$ cat config.mk
export PLATFORM = sky130hd
export DESIGN_NAME = ps2_mouse_packet_cursor_top
export DESIGN_NICKNAME = d
export VERILOG_FILES = /design/src/pmc_pkg.sv /design/src/ps2_mouse_packet_cursor_top.sv
export SDC_FILE = /design/constraint.sdc
export NUM_CORES = 1
export LEC_CHECK = 0
export ABC_AREA = 0
export BUFFER_PORTS_ARGS = -buffer_cell sky130_fd_sc_hd__buf_2
export CAP_MARGIN = 20
export CORE_MARGIN = 2
export CORE_UTILIZATION = 40
export DETAILED_ROUTE_END_ITERATION = 16
export PLACE_DENSITY_LB_ADDON = 0.3
export SYNTH_ARGS = -nofsm -noshare
export SYNTH_HDL_FRONTEND = slang
export SYNTH_SLANG_ARGS = --single-unit
$ cat constraint.sdc
create_clock -name clk_i -period 9.05 [get_ports clk_i]
set_input_delay 1.81 -clock clk_i [delete_from_list [all_inputs] [get_ports clk_i]]
set_output_delay 1.81 -clock clk_i [all_outputs]
set_load 0.02 [all_outputs]
$ cat src/pmc_pkg.sv
// ----------------------------------------------------------------------------
// pmc_pkg: shared types and constants for the PS/2 mouse cursor decoder.
// Holds the mode and packet phase codes, fixed field widths and reset values.
// ----------------------------------------------------------------------------
package pmc_pkg;

  // Screen size registers are 13 bits wide so that 4096 fits.
  localparam int unsigned SIZE_BITS = 13;

  // Controller status bit that marks a byte from the auxiliary port, the
  // sync bit of the first packet byte and the button bits of that byte.
  localparam logic [7:0] AUX_BIT  = 8'h20;
  localparam logic [7:0] SYNC_BIT = 8'h08;
  localparam logic [2:0] BTN_MASK = 3'h7;

  localparam logic [SIZE_BITS-1:0] RESET_WIDTH  = 13'd1280;
  localparam logic [SIZE_BITS-1:0] RESET_HEIGHT = 13'd720;
  localparam int unsigned          RESET_X      = 640;
  localparam int unsigned          RESET_Y      = 360;

  typedef enum logic [1:0] {
    MODE_BYTE   = 2'd0,
    MODE_CLEAR  = 2'd1,
    MODE_CENTER = 2'd2,
    MODE_NONE   = 2'd3
  } mode_e;

  typedef enum logic [1:0] {
    PH_SYNC = 2'd0,
    PH_X    = 2'd1,
    PH_Y    = 2'd2
  } phase_e;

  typedef enum logic {
    REG_WIDTH  = 1'b0,
    REG_HEIGHT = 1'b1
  } reg_idx_e;

endpackage

$ cat src/ps2_mouse_packet_cursor_top.sv
// ----------------------------------------------------------------------------
// ps2_mouse_packet_cursor_top: 3-byte PS/2 mouse packet decoder with cursor.
// Takes one word per cycle while the skid entry is free; each result is registered.
// The two-entry output buffer (result register and skid) sets the rate.
// Async active-low reset: cursor 640/360, phase, buttons and flags cleared.
// ----------------------------------------------------------------------------
module ps2_mouse_packet_cursor_top
  import pmc_pkg::*;
#(
  parameter int unsigned COORD_BITS = 12
) (
  input  logic                  clk_i,
  input  logic                  rst_ni,
  // configuration write port
  input  logic                  cfg_we_i,
  input  logic                  cfg_idx_i,
  input  logic [SIZE_BITS-1:0]  cfg_data_i,
  // input channel
  input  logic                  in_valid_i,
  output logic                  in_stall_o,
  input  logic [1:0]            mode_i,
  input  logic                  aux_data_i,
  input  logic [7:0]            data_byte_i,
  // result channel
  output logic                  out_valid_o,
  input  logic                  out_stall_i,
  output logic [COORD_BITS-1:0] cursor_x_o,
  output logic [COORD_BITS-1:0] cursor_y_o,
  output logic [2:0]            buttons_o,
  output logic                  moved_o,
  output logic                  packet_done_o
);

  // Working width for the signed position arithmetic: wide enough for the
  // larger of a coordinate and a screen size, plus sign and carry.
  localparam int unsigned WB = ((COORD_BITS > SIZE_BITS) ? COORD_BITS : SIZE_BITS) + 2;

  localparam logic [COORD_BITS-1:0] ResetPosX = COORD_BITS'(RESET_X);
  localparam logic [COORD_BITS-1:0] ResetPosY = COORD_BITS'(RESET_Y);

  typedef struct packed {
    logic [COORD_BITS-1:0] x;
    logic [COORD_BITS-1:0] y;
    logic [2:0]            buttons;
    logic                  moved;
    logic                  done;
  } result_t;

  // Largest legal coordinate for a screen size. A size of zero behaves as
  // one, and the bound never exceeds what a coordinate register can hold.
  function automatic logic [WB-1:0] max_coord(input logic [SIZE_BITS-1:0] size);
    logic [SIZE_BITS-1:0] m;
    logic [WB-1:0]        mw;
    logic [WB-1:0]        lim;
    m   = (size == '0) ? '0 : size - SIZE_BITS'(1);
    mw  = WB'(m);
    lim = WB'({COORD_BITS{1'b1}});
    return (mw > lim) ? lim : mw;
  endfunction

  // Screen center, never past the largest coordinate.
  function automatic logic [COORD_BITS-1:0] centre(input logic [SIZE_BITS-1:0] size);
    logic [SIZE_BITS-1:0] eff;
    logic [WB-1:0]        c;
    logic [WB-1:0]        m;
    eff = (size == '0) ? SIZE_BITS'(1) : size;
    c   = WB'(eff >> 1);
    m   = max_coord(size);
    return COORD_BITS'((c > m) ? m : c);
  endfunction

  // Add a signed step and clamp the result to 0..max.
  function automatic logic [COORD_BITS-1:0] move_axis(input logic [COORD_BITS-1:0] pos,
                                                      input logic [8:0]            step,
                                                      input logic [SIZE_BITS-1:0]  size);
    logic signed [WB-1:0] p;
    logic signed [WB-1:0] m;
    p = $signed(WB'(pos)) + $signed({{(WB-9){step[8]}}, step});
    m = $signed(max_coord(size));
    if (p < 0) begin
      p = '0;
    end
    if (p > m) begin
      p = m;
    end
    return COORD_BITS'(p);
  endfunction

  // Configuration registers.
  logic [SIZE_BITS-1:0] width_q, height_q;

  always_ff @(posedge clk_i or negedge rst_ni) begin
    if (!rst_ni) begin
      width_q  <= RESET_WIDTH;
      height_q <= RESET_HEIGHT;
    end else if (cfg_we_i) begin
      case (reg_idx_e'(cfg_idx_i))
        REG_WIDTH:  width_q  <= cfg_data_i;
        REG_HEIGHT: height_q <= cfg_data_i;
        default:    ;
      endcase
    end
  end

  // Decoder state.
  phase_e                phase_q, phase_d;
  logic [2:0]            held_btn_q, held_btn_d;
  logic [7:0]            held_dx_q, held_dx_d;
  logic [COORD_BITS-1:0] pos_x_q, pos_x_d;
  logic [COORD_BITS-1:0] pos_y_q, pos_y_d;
  logic [2:0]            btn_q, btn_d;
  logic                  moved_q, moved_d;
  result_t               res;

  // The output side is a result register backed by one skid entry. The input
  // is stalled only when the skid entry is full, so stall is a plain register
  // and a word is still taken while the previous result waits downstream.
  logic    accept;
  logic    out_free;
  result_t out_q, skid_q;
  logic    out_valid_q, skid_valid_q;

  assign in_stall_o = skid_valid_q;
  assign accept     = in_valid_i && !skid_valid_q;
  assign out_free   = !out_valid_q || !out_stall_i;

  // Next state and the result for the word on the input ports.
  always_comb begin
    logic [8:0] dy;
    phase_d    = phase_q;
    held_btn_d = held_btn_q;
    held_dx_d  = held_dx_q;
    pos_x_d    = pos_x_q;
    pos_y_d    = pos_y_q;
    btn_d      = btn_q;
    moved_d    = moved_q;
    res.done   = 1'b0;
    // The Y axis of the mouse points up, the screen's points down.
    dy         = 9'd0 - {data_byte_i[7], data_byte_i};
    case (mode_e'(mode_i))
      MODE_BYTE: begin
        if (aux_data_i) begin
          case (phase_q)
            PH_SYNC: begin
              // A first byte without the sync bit is dropped to resync.
              if ((data_byte_i & SYNC_BIT) != '0) begin
                held_btn_d = data_byte_i[2:0] & BTN_MASK;
                phase_d    = PH_X;
              end
            end
            PH_X: begin
              held_dx_d = data_byte_i;
              phase_d   = PH_Y;
            end
            default: begin
              pos_x_d  = move_axis(pos_x_q, {held_dx_q[7], held_dx_q}, width_q);
              pos_y_d  = move_axis(pos_y_q, dy, height_q);
              btn_d    = held_btn_q;
              moved_d  = 1'b1;
              phase_d  = PH_SYNC;
              res.done = 1'b1;
            end
          endcase
        end
      end
      MODE_CLEAR: begin
        moved_d = 1'b0;
      end
      MODE_CENTER: begin
        // Recentering leaves a partly received packet where it is.
        pos_x_d = centre(width_q);
        pos_y_d = centre(height_q);
      end
      default: ;
    endcase
    res.x       = pos_x_d;
    res.y       = pos_y_d;
    res.buttons = btn_d;
    // A read-and-clear reports the flag as it was before clearing.
    res.moved   = res.done ? 1'b1 : moved_q;
  end

  always_ff @(posedge clk_i or negedge rst_ni) begin
    if (!rst_ni) begin
      phase_q    <= PH_SYNC;
      held_btn_q <= '0;
      held_dx_q  <= '0;
      pos_x_q    <= ResetPosX;
      pos_y_q    <= ResetPosY;
      btn_q      <= '0;
      moved_q    <= 1'b0;
    end else if (accept) begin
      phase_q    <= phase_d;
      held_btn_q <= held_btn_d;
      held_dx_q  <= held_dx_d;
      pos_x_q    <= pos_x_d;
      pos_y_q    <= pos_y_d;
      btn_q      <= btn_d;
      moved_q    <= moved_d;
    end
  end

  // Result register and skid control.
  always_ff @(posedge clk_i or negedge rst_ni) begin
    if (!rst_ni) begin
      out_valid_q  <= 1'b0;
      skid_valid_q <= 1'b0;
    end else begin
      if (out_free) begin
        out_valid_q  <= skid_valid_q || accept;
        skid_valid_q <= 1'b0;
      end else if (accept) begin
        skid_valid_q <= 1'b1;
      end
    end
  end

  // Payload registers carry no reset.
  always_ff @(posedge clk_i) begin
    if (out_free) begin
      if (skid_valid_q) begin
        out_q <= skid_q;
      end else if (accept) begin
        out_q <= res;
      end
    end else if (accept) begin
      skid_q <= res;
    end
  end

  assign out_valid_o   = out_valid_q;
  assign cursor_x_o    = out_q.x;
  assign cursor_y_o    = out_q.y;
  assign buttons_o     = out_q.buttons;
  assign moved_o       = out_q.moved;
  assign packet_done_o = out_q.done;

`ifndef SYNTHESIS
  // A full skid entry always sits behind a full result register.
  a_skid_behind_out: assert property (@(posedge clk_i) disable iff (!rst_ni)
    skid_valid_q |-> out_valid_q)
    else $error("skid entry full while result register empty");

  // Every accepted word leaves a result waiting on the next cycle.
  a_accept_gives_result: assert property (@(posedge clk_i) disable iff (!rst_ni)
    (in_valid_i && !in_stall_o) |=> out_valid_o)
    else $error("accepted word produced no result");

  // A completed packet always reports the moved flag set.
  a_done_sets_moved: assert property (@(posedge clk_i) disable iff (!rst_ni)
    (out_valid_o && packet_done_o) |-> moved_o)
    else $error("packet completed without moved flag");
`endif

endmodule

==> flow_summary.toml, run 1 <==
[sta]
worst_slack_ps = 2640
worst_clock_skew_ps = 15.0
finalCritPeriodShare_pct = 70.8
finalSetupTns_ps = 0
slew_viol_final = 0
rsz0062_at_grt = "no"
min_period_ps = 6410
setup_viol = 0
hold_viol_final = 0
slew_headroom_pct = 37.4
fmax_mhz = 156
worst_pin_slew_ps = 938

[final_layout]
layout_commonest_cell = "nand2_1"
nNetsFinal = 1137
drive_above_1_share_pct = 19.6
nFillCells = 2192
fin_util_pct = 45.5
final_cell_mix = "113 x nand2_1, 78 x ha_1, 76 x nor2_1, 63 x o21ai_0, 61 x a21oi_1"
synthToLayoutAreaGrowth_pct = 11.4

[global_route]
grt_pass1_wl_mm = 39.8
grt_max_degree = 70
grt_usage_pct = 20.7
grt_pass1_vias = 7148
grt_overflow = 0
antenna_found_initial = 2

[floorplanning]
initial_utilization_pct = 40.9
io_pins = 61
die_w_um = 157
die_h_um = 157
row_count = 55
coreArea_mm2 = 0.0228
dieArea_mm2 = 0.0245

[critical_path]
worstPathCellList = "buf_2 > inv_1 > ha_1 > and3_1 > a221oi_1 > nand3b_1 > o221ai_1 > xnor2_1 > and2_1 > ha_1 > a211oi_1 > nand2_1 > o221a_2 > o31ai_1 > nor2_1 > a31oi_1 > o221ai_1 > mux2_2"
r2r_end = "cursor_y_o[4]"
arrival_ps = 6580
crit_path_start_kind = "primary input"
slowest_delay_ps = 760
path_class = "in -> reg"
rr_startpoint = "pos_y_q[8]"
slowest_stage = "o31ai_1"
reg2reg_setup_slack_ps = 3900
critPathCaptureType = "register"
ff2ff_path_depth = 16
worst-endpoint-required_ps = 9220
critPathMaxFanout = 9

[logic_synthesis]
ys_top_cells_by_area = "edfxtp_1 19%, dfrtp_1 15%, ha_1 10%"
syn_area_mm2 = 0.00931
avgSynthCellArea_um2 = 9.31
synth_xor_area_share_pct = 2.82
synth_top_cell_by_area = "edfxtp_1"
synth-simple-area-share_pct = 17.5
ys_async_sr_fraction_pct = 54.3
synth_top_family_by_area = "compound AO/OA/AOI/OAI gates"
synth.area.mux_share_pct = 7.54
yosysUniqueCellTypes = 88
ys_seq_elements = 127
ys.flop_type = "edfxtp_1"
ys_seq_area_share_pct = 37.4
synth-compound-area-share_pct = 18.5
yosys_warnings = 0
synthCells = 1000
synth-edff-count = 58
synth_fa_ha_area_share_pct = 11.0
synth.top_cell.area_share_pct = 18.7

[hold_path]
worstHoldStart = "btn_q[0]"
hold_depth = 2
min_to = "btn_q[0]"
hp-class = "reg -> reg"

[clock_network]
clkTransAtPathRegs_ps = 70
root_buffer = "clkbuf_16"
cts.sinks = 127
cts_resized = 0
cts_tree = "done"
cts_setup_buffers = 0
cts_buffer_depth = 2
cts_buffers = 17
hold_buffers = 0
clk_latency_ps = 420
cts.htree.levels = 4

[pwr]
switching_share_pct = 40.2
p_per_area_mw_per_mm2 = 270
comb_power_share_pct = 44.9
power_switching_mw = 1.13
ir_drop_uv = 143
clock_power_share_pct = 23.9
p_int_mw = 1.67
pwr-share-seq_pct = 31.1
power.leakage_nw = 4.45

[drt]
wire_per_inst_um = 18.0
num_vias = 7597
drc_errors = 0
routed_wl_mm = 24.4
vias_per_cell = 5.61
first_pass_iters = 5
ant_nets = 0
drt_iter0_drc = 798

[placed_design]
hpwl_mm = 18.3
post-place-ws_ps = 2320
port_buffers = 60
gp_congestion = 0.883

[flow_run]
maxCapViolations = 0

[outcome]
status = "finished, final reports clean"
==> through the flow <==
step | hold WS [ps] | cells | total power, mW | area (um2)
final | 483 | 1355 | 2.80 | 10400
after global routing | 518 | 1353 | 3.01 | 10400
after CTS | 484 | 1353 | 2.79 | 10400
after detailed placement | 468 | 1321 | 2.11 | 9790
after global placement | 458 | 1321 | 2.10 | 9790
after floorplan | 446 | 1001 | 1.79 | 9320
==> how the worst max path moves through the flow <==
stage                              start  depth (start not counted)            end
after global routing      data_byte_i[7]                         18  cursor_y_o[4]
after floorplan           data_byte_i[7]                         19  cursor_y_o[0]
final                     data_byte_i[7]                         18  cursor_y_o[4]
after detailed placement  data_byte_i[7]                         18  cursor_y_o[4]
after global placement    data_byte_i[7]                         18  cursor_y_o[4]
after CTS                 data_byte_i[7]                         18  cursor_y_o[4]
==> cell usage after synthesis, types with 12 or more instances <==
library cell	number
nand2_1	113
ha_1	78
nor2_1	77
o21ai_0	63
a21oi_1	62
edfxtp_1	58
dfrtp_1	57
clkbuf_1	53
mux2_2	53
inv_1	44
nand3_1	22
xnor2_1	21
nor3_1	20
a31oi_1	13
o211ai_1	13
and2_1	12
dfstp_2	12
o31ai_1	12
==> registers in the layout (all words and copies together) (netlist names), 2 cells and up <==
name        count
pos_x_q        12
skid_q         29
cursor_x_o     12
pos_y_q        12
held_dx_q       8
cursor_y_o     12
phase_q         2
width_q        13
held_btn_q      3
height_q       13
buttons_o       3
btn_q           3
==> critical path, delay by kind of cell <==
family / cells / cell delay [ps]
compound gates: 7 / 2430
xor+xnor: 1 / 290
mux: 1 / 320
buf+inv: 2 / 340
fa+ha+maj: 2 / 660
simple gates: 5 / 720
==> kinds of logic after synthesis <==
family / after synthesis
adder cells (fa/ha/maj): 81
multiplexers: 63
AO/OA/AOI/OAI: 259
buffers and inverters: 110
flip-flops: 127
other: 1
XOR/XNOR: 30
AND/OR/NAND/NOR: 329
==> final cells by class <==
cell class / count / area (um2) / area share [%]
diodes: 2 / 5.00 / 0.0483
clock buffers: 19 / 433 / 4.17
clock inverters: 13 / 140 / 1.35
inverters: 45 / 169 / 1.63
multi-input cells: 764 / 5360 / 51.7
flip-flops and latches: 127 / 3480 / 33.6
well taps: 313 / 392 / 3.78
repair buffers: 72 / 390 / 3.76
==> layer usage <==
layer | vias to the layer above | routed length [um] | GRT usage [%] | share of wire, %
met1 | 3592 | 12200 | 32.1 | 50
met5 | - | 0 | 0 | 0
met3 | 21 | 1580 | 4.40 | 6.5
met2 | 262 | 10300 | 29.7 | 42
met4 | 0 | 294 | 3.98 | 1.2
li1 | 3722 | - | - | -
==> power groups by stage <==
stage / Sequential, mW / Combinational, mW / Clock [mW]
after global routing: 0.889 / 1.42 / 0.705
final: 0.872 / 1.26 / 0.670
after CTS: 0.870 / 1.24 / 0.680
after detailed placement: 0.877 / 1.23 / 0
after global placement: 0.875 / 1.22 / 0
after floorplan: 0.858 / 0.936 / 0
No activity file was read; power rests on OpenSTA's default activity.
==> run 2: changes to the inputs <==
Clock period 9.05 ns to 5.45 ns, I/O delays scaled along.
==> flow_summary.toml, run 2 (synthesized netlist as in run 1, its figures left out) <==
[sta]
finalCritPeriodShare_pct = 92.8
slew_headroom_pct = 38.0
worst_clock_skew_ps = 12.9
setup_viol = 0
rsz0062_at_grt = "no"
min_period_ps = 5060
whs_ps = 482
hold_viol_final = 0
worst_slack_ps = 394
slew_viol_final = 0
worst_pin_slew_ps = 930
fmax_mhz = 198

[placed_design]
post-place-ws_ps = -1.12
port_buffers = 60
hpwl_mm = 18.6
gp_congestion = 0.906

[critical_path]
slowest_delay_ps = 560
critPathCaptureType = "register"
slowest_stage = "or4_4"
crit_path_start_kind = "primary input"
worst-endpoint-required_ps = 5630
critPathMaxFanout = 4
reg2reg_setup_slack_ps = 420
crit_family = "compound AO/OA/AOI/OAI gates"
ff2ff_path_depth = 16
path_class = "in -> reg"
r2r_end = "cursor_x_o[9]"
arrival_ps = 5230
rr_startpoint = "held_dx_q[7]"
path_depth = 20
worstPathCellList = "buf_2 > ha_1 > fa_1 > nor2b_1 > o2111ai_1 > a31oi_1 > a21o_1 > a211oi_1 > nor3_1 > nand3_1 > a21oi_1 > ha_1 > nand2_1 > nor2_1 > o221a_2 > o31a_2 > a32oi_1 > nor2b_1 > or4_4 > mux2_2"
path_buf_inv = 1

[global_route]
grt_pass1_wl_mm = 39.9
grt_max_degree = 70
grt_overflow = 0
antenna_found_initial = 2
grt_pass1_vias = 7243
grt_usage_pct = 21.0

[pwr]
power_mw = 4.77
comb_power_share_pct = 46.2
switching_share_pct = 40.9
ir_drop_uv = 278
clock_power_share_pct = 23.6
pwr-share-seq_pct = 30.2
p_int_mw = 2.82
power.leakage_nw = 4.58
p_per_area_mw_per_mm2 = 450
power_switching_mw = 1.95

[final_layout]
nNetsFinal = 1164
reg.largest.list = "skid_q x29, height_q x13, width_q x13"
largest-register = "skid_q"
final_cell_mix = "113 x nand2_1, 78 x ha_1, 76 x nor2_1, 63 x o21ai_0, 61 x a21oi_1"
drive_above_1_share_pct = 22.0
largest_register_ffs = 29
layout_commonest_cell = "nand2_1"
synthToLayoutAreaGrowth_pct = 13.7
fin_util_pct = 46.5

[drt]
num_vias = 7744
routed_wl_mm = 24.8
ant_nets = 0
drt_iter0_drc = 592
drc_errors = 0
first_pass_iters = 5
vias_per_cell = 5.60
wire_per_inst_um = 17.9

[floorplanning]
die_w_um = 157
row_count = 55
coreArea_mm2 = 0.0228
die_h_um = 157
dieArea_mm2 = 0.0245
initial_utilization_pct = 40.9
io_pins = 61

[hold_path]
worstHoldStart = "held_btn_q[2]"
min_to = "held_btn_q[2]"
hp-class = "reg -> reg"
hold_depth = 2

[clock_network]
cts.sinks = 127
cts_buffer_depth = 2
root_buffer = "clkbuf_16"
clkTransAtPathRegs_ps = 60
cts.htree.levels = 4
cts_tree = "done"
cts_buffers = 17
cts_setup_buffers = 0
clk_latency_ps = 430
cts_resized = 0
hold_buffers = 0

[outcome]
status = "finished, final reports clean"

[flow_run]
maxCapViolations = 0
==> run 2: power groups by stage <==
| stage | Sequential (mW) | Clock (mW) | Combinational, mW |
|---|---|---|---|
| floorplan | 1.43 | 0 | 1.56 |
| global placement | 1.45 | 0 | 2.13 |
| detailed placement | 1.45 | 0 | 2.15 |
| CTS | 1.44 | 1.14 | 2.17 |
| global route | 1.47 | 1.17 | 2.46 |
| finish | 1.44 | 1.12 | 2.21 |
==> run 2: layer usage <==
metal | up-vias | share of wire, % | track usage, %
met5 | - | 0 | 0
met4 | 0 | 1.1 | 5.02
met3 | 24 | 7.2 | 4.21
met2 | 283 | 41 | 29.9
met1 | 3664 | 51 | 32.3
li1 | 3773 | - | -
==> run 2: stage by stage <==
step / cell area [um2] / std cells / setup TNS, ps
finish: 10600 / 1382 / 0
global route: 10600 / 1381 / 0
CTS: 10600 / 1380 / 0
detailed placement: 10000 / 1348 / -1.12
global placement: 10000 / 1348 / 0
floorplan: 9340 / 1001 / 0
==> run 2: worst max-delay path by stage <==
stage                     to  slack, ps      startpoint
3_5_place_dp   cursor_y_o[0]         -1  data_byte_i[0]
2_1_floorplan  cursor_y_o[0]         20  data_byte_i[7]
3_3_place_gp   cursor_y_o[0]         70  data_byte_i[0]
6_report       cursor_y_o[0]        390  data_byte_i[0]
5_1_grt        cursor_y_o[0]        100  data_byte_i[0]
4_1_cts        cursor_y_o[0]        440  data_byte_i[0]
==> run 2: cell type report <==
| cell class | instances | area [um2] |
|---|---|---|
| inverters | 45 | 169 |
| diodes | 2 | 5.00 |
| well taps | 313 | 392 |
| multi-input cells | 764 | 5370 |
| clock inverters | 15 | 149 |
| clock buffers | 17 | 425 |
| fillers | 2136 | 12200 |
| flip-flops and latches | 127 | 3480 |
| repair buffers | 99 | 593 |
==> run 2: worst min-delay path, stage by stage, from the launching register on <==
cell	delay, ps
dfrtp_1	340
nand2_1	50
o21ai_0	60
==> run 3: changes to the inputs <==
--- a/config.mk
+++ b/config.mk
@@ -7,5 +7,5 @@
 export LEC_CHECK = 0
 export ABC_AREA = 0
-export BUFFER_PORTS_ARGS = -buffer_cell sky130_fd_sc_hd__buf_2
+export BUFFER_PORTS_ARGS = -buffer_cell sky130_fd_sc_hd__buf_4
 export CAP_MARGIN = 20
 export CORE_MARGIN = 2
==> constraint.sdc (replaced) <==
create_clock -name clk_i -period 5.45 [get_ports clk_i]
set_input_delay 1.09 -clock clk_i [delete_from_list [all_inputs] [get_ports clk_i]]
set_output_delay 1.09 -clock clk_i [all_outputs]
set_load 0.05 [all_outputs]
==> flow_summary.toml, run 3 (synthesized netlist as in run 1, its figures left out) <==
[hold_path]
hold_depth = 2
hp-class = "reg -> reg"
worstHoldStart = "btn_q[1]"
min_to = "btn_q[1]"

[critical_path]
worstPathCellList = "buf_4 > inv_1 > ha_1 > nor2b_1 > o2111ai_1 > a21oi_1 > o221ai_2 > xnor2_2 > nor2_1 > ha_1 > o211ai_1 > a21oi_1 > o221a_2 > o31a_2 > a32oi_1 > nor2b_1 > or4_4 > mux2_2"
crit_path_start_kind = "primary input"
arrival_ps = 5260
rr_startpoint = "height_q[1]"
critPathMaxFanout = 9
r2r_end = "cursor_y_o[0]"
reg2reg_setup_slack_ps = 530
worst-endpoint-required_ps = 5620
path_class = "in -> reg"
ff2ff_path_depth = 15
critPathCaptureType = "register"
slowest_stage = "or4_4"
slowest_delay_ps = 560

[placed_design]
hpwl_mm = 18.8
port_buffers = 60
gp_congestion = 0.915
post-place-ws_ps = -8.25
placed_area_mm2 = 0.0101

[sta]
finalCritPeriodShare_pct = 93.4
setup_viol = 0
worst_pin_slew_ps = 956
rsz0062_at_grt = "no"
whs_ps = 485
min_period_ps = 5090
fmax_mhz = 196
slew_viol_final = 0
finalSetupTns_ps = 0
worst_clock_skew_ps = 10.1
worst_slack_ps = 359
hold_viol_final = 0
slew_headroom_pct = 35.4

[clock_network]
cts_tree = "done"
cts.sinks = 127
root_buffer = "clkbuf_16"
cts_buffer_depth = 2
hold_buffers = 0
clkTransAtPathRegs_ps = 60
clk_latency_ps = 420
cts.htree.levels = 4
cts_buffers = 17

[drt]
drt_iter0_drc = 544
routed_wl_mm = 25.2
first_pass_iters = 5
wire_per_inst_um = 18.4
ant_nets = 0
drc_errors = 0
vias_per_cell = 5.63
num_vias = 7725

[pwr]
p_int_mw = 2.92
power.leakage_nw = 4.61
comb_power_share_pct = 46.2
clock_power_share_pct = 24.5
pwr-share-seq_pct = 29.2
p_per_area_mw_per_mm2 = 461
switching_share_pct = 41.0
power_switching_mw = 2.03
ir_drop_uv = 269

[global_route]
grt_pass1_wl_mm = 40.9
grt_max_degree = 70
antenna_found_initial = 0
grt_pass1_vias = 7419
grt_usage_pct = 21.3
grt_overflow = 0

[floorplanning]
row_count = 55
io_pins = 61
dieArea_mm2 = 0.0245
die_h_um = 157
initial_utilization_pct = 40.9
die_w_um = 157
coreArea_mm2 = 0.0228

[final_layout]
largest-register = "skid_q"
drive_above_1_share_pct = 21.5
nNetsFinal = 1155
final_cell_mix = "113 x nand2_1, 90 x buf_4, 78 x ha_1, 76 x nor2_1, 63 x o21ai_0"
layout_commonest_cell = "nand2_1"
synthToLayoutAreaGrowth_pct = 15.1
largest_register_ffs = 29
fin_util_pct = 47.1
antennaDiodeCount = 0
final_area_mm2 = 0.0107
nFillCells = 2134
reg.largest.list = "skid_q x29, height_q x13, width_q x13"

[flow_run]
maxCapViolations = 0

[outcome]
status = "finished, final reports clean"
## run 3: cell count changes in the layout (fill, tap and decap cells not counted), sizes merged
cell / before / now
clkinvlp: 2 / 1
inv: 52 / 51
buf: 99 / 90
bufinv: 1 / 3
diode: 2 / 0
## run 3: what timing repair did
| action | 4_1_cts | 5_1_grt |
|---|---|---|
| setup endpoints to repair | 0 | 1 |
| buffers inserted | 0 | 0 |
| resized for setup | 0 | 1 |
## run 3: through the flow
step | instances | total power [mW]
5_1_grt | 1371 | 5.29
6_report | 1371 | 4.94
3_3_place_gp | 1339 | 3.66
4_1_cts | 1371 | 4.93
3_5_place_dp | 1339 | 3.69
2_1_floorplan | 1001 | 3.08
## run 3: metal layers
layer | up-vias | GRT usage, % | part of all wire [%]
met5 | - | 0 | 0
met4 | 0 | 4.72 | 1.1
met3 | 26 | 4.04 | 6.9
met2 | 266 | 31.9 | 43
met1 | 3681 | 31.7 | 49
li1 | 3752 | - | -
## run 3: worst max path at each step
stage | startpoint | endpoint | slack, ps | cells past startpoint
after floorplan | data_byte_i[7] | cursor_y_o[0] | 20 | 19
after global placement | data_byte_i[1] | cursor_y_o[0] | 100 | 18
after detailed placement | data_byte_i[1] | cursor_y_o[0] | -8 | 18
after CTS | data_byte_i[1] | cursor_y_o[0] | 420 | 18
after global routing | data_byte_i[1] | cursor_y_o[6] | 30 | 19
final | data_byte_i[1] | cursor_y_o[0] | 360 | 18
## run 3: critical path, delay by kind of cell
| kind | cells | cell delay, ps |
|---|---|---|
| AO/OA/AOI/OAI | 8 | 1720 |
| buffers and inverters | 2 | 160 |
| XOR/XNOR | 1 | 500 |
| multiplexers | 1 | 280 |
| adder cells (fa/ha/maj) | 2 | 570 |
| AND/OR/NAND/NOR | 4 | 930 |
## run 3: area by class of cell
| type | instances | area [um2] | share of cell area [%] |
|---|---|---|---|
| inverters | 45 | 169 | 1.58 |
| repair buffers | 90 | 676 | 6.30 |
| well taps | 313 | 392 | 3.65 |
| flip-flops and latches | 127 | 3480 | 32.5 |
| multi-input cells | 764 | 5370 | 50.1 |
| clock inverters | 15 | 200 | 1.87 |
| clock buffers | 17 | 425 | 3.97 |
## run 3: power by group through the flow
| stage | clock (mW) | sequential, mW | combinational (mW) |
|---|---|---|---|
| global route | 1.27 | 1.47 | 2.55 |
| finish | 1.21 | 1.44 | 2.29 |
| floorplan | 0 | 1.51 | 1.56 |
| CTS | 1.23 | 1.44 | 2.26 |
| global placement | 0 | 1.45 | 2.21 |
| detailed placement | 0 | 1.46 | 2.23 |
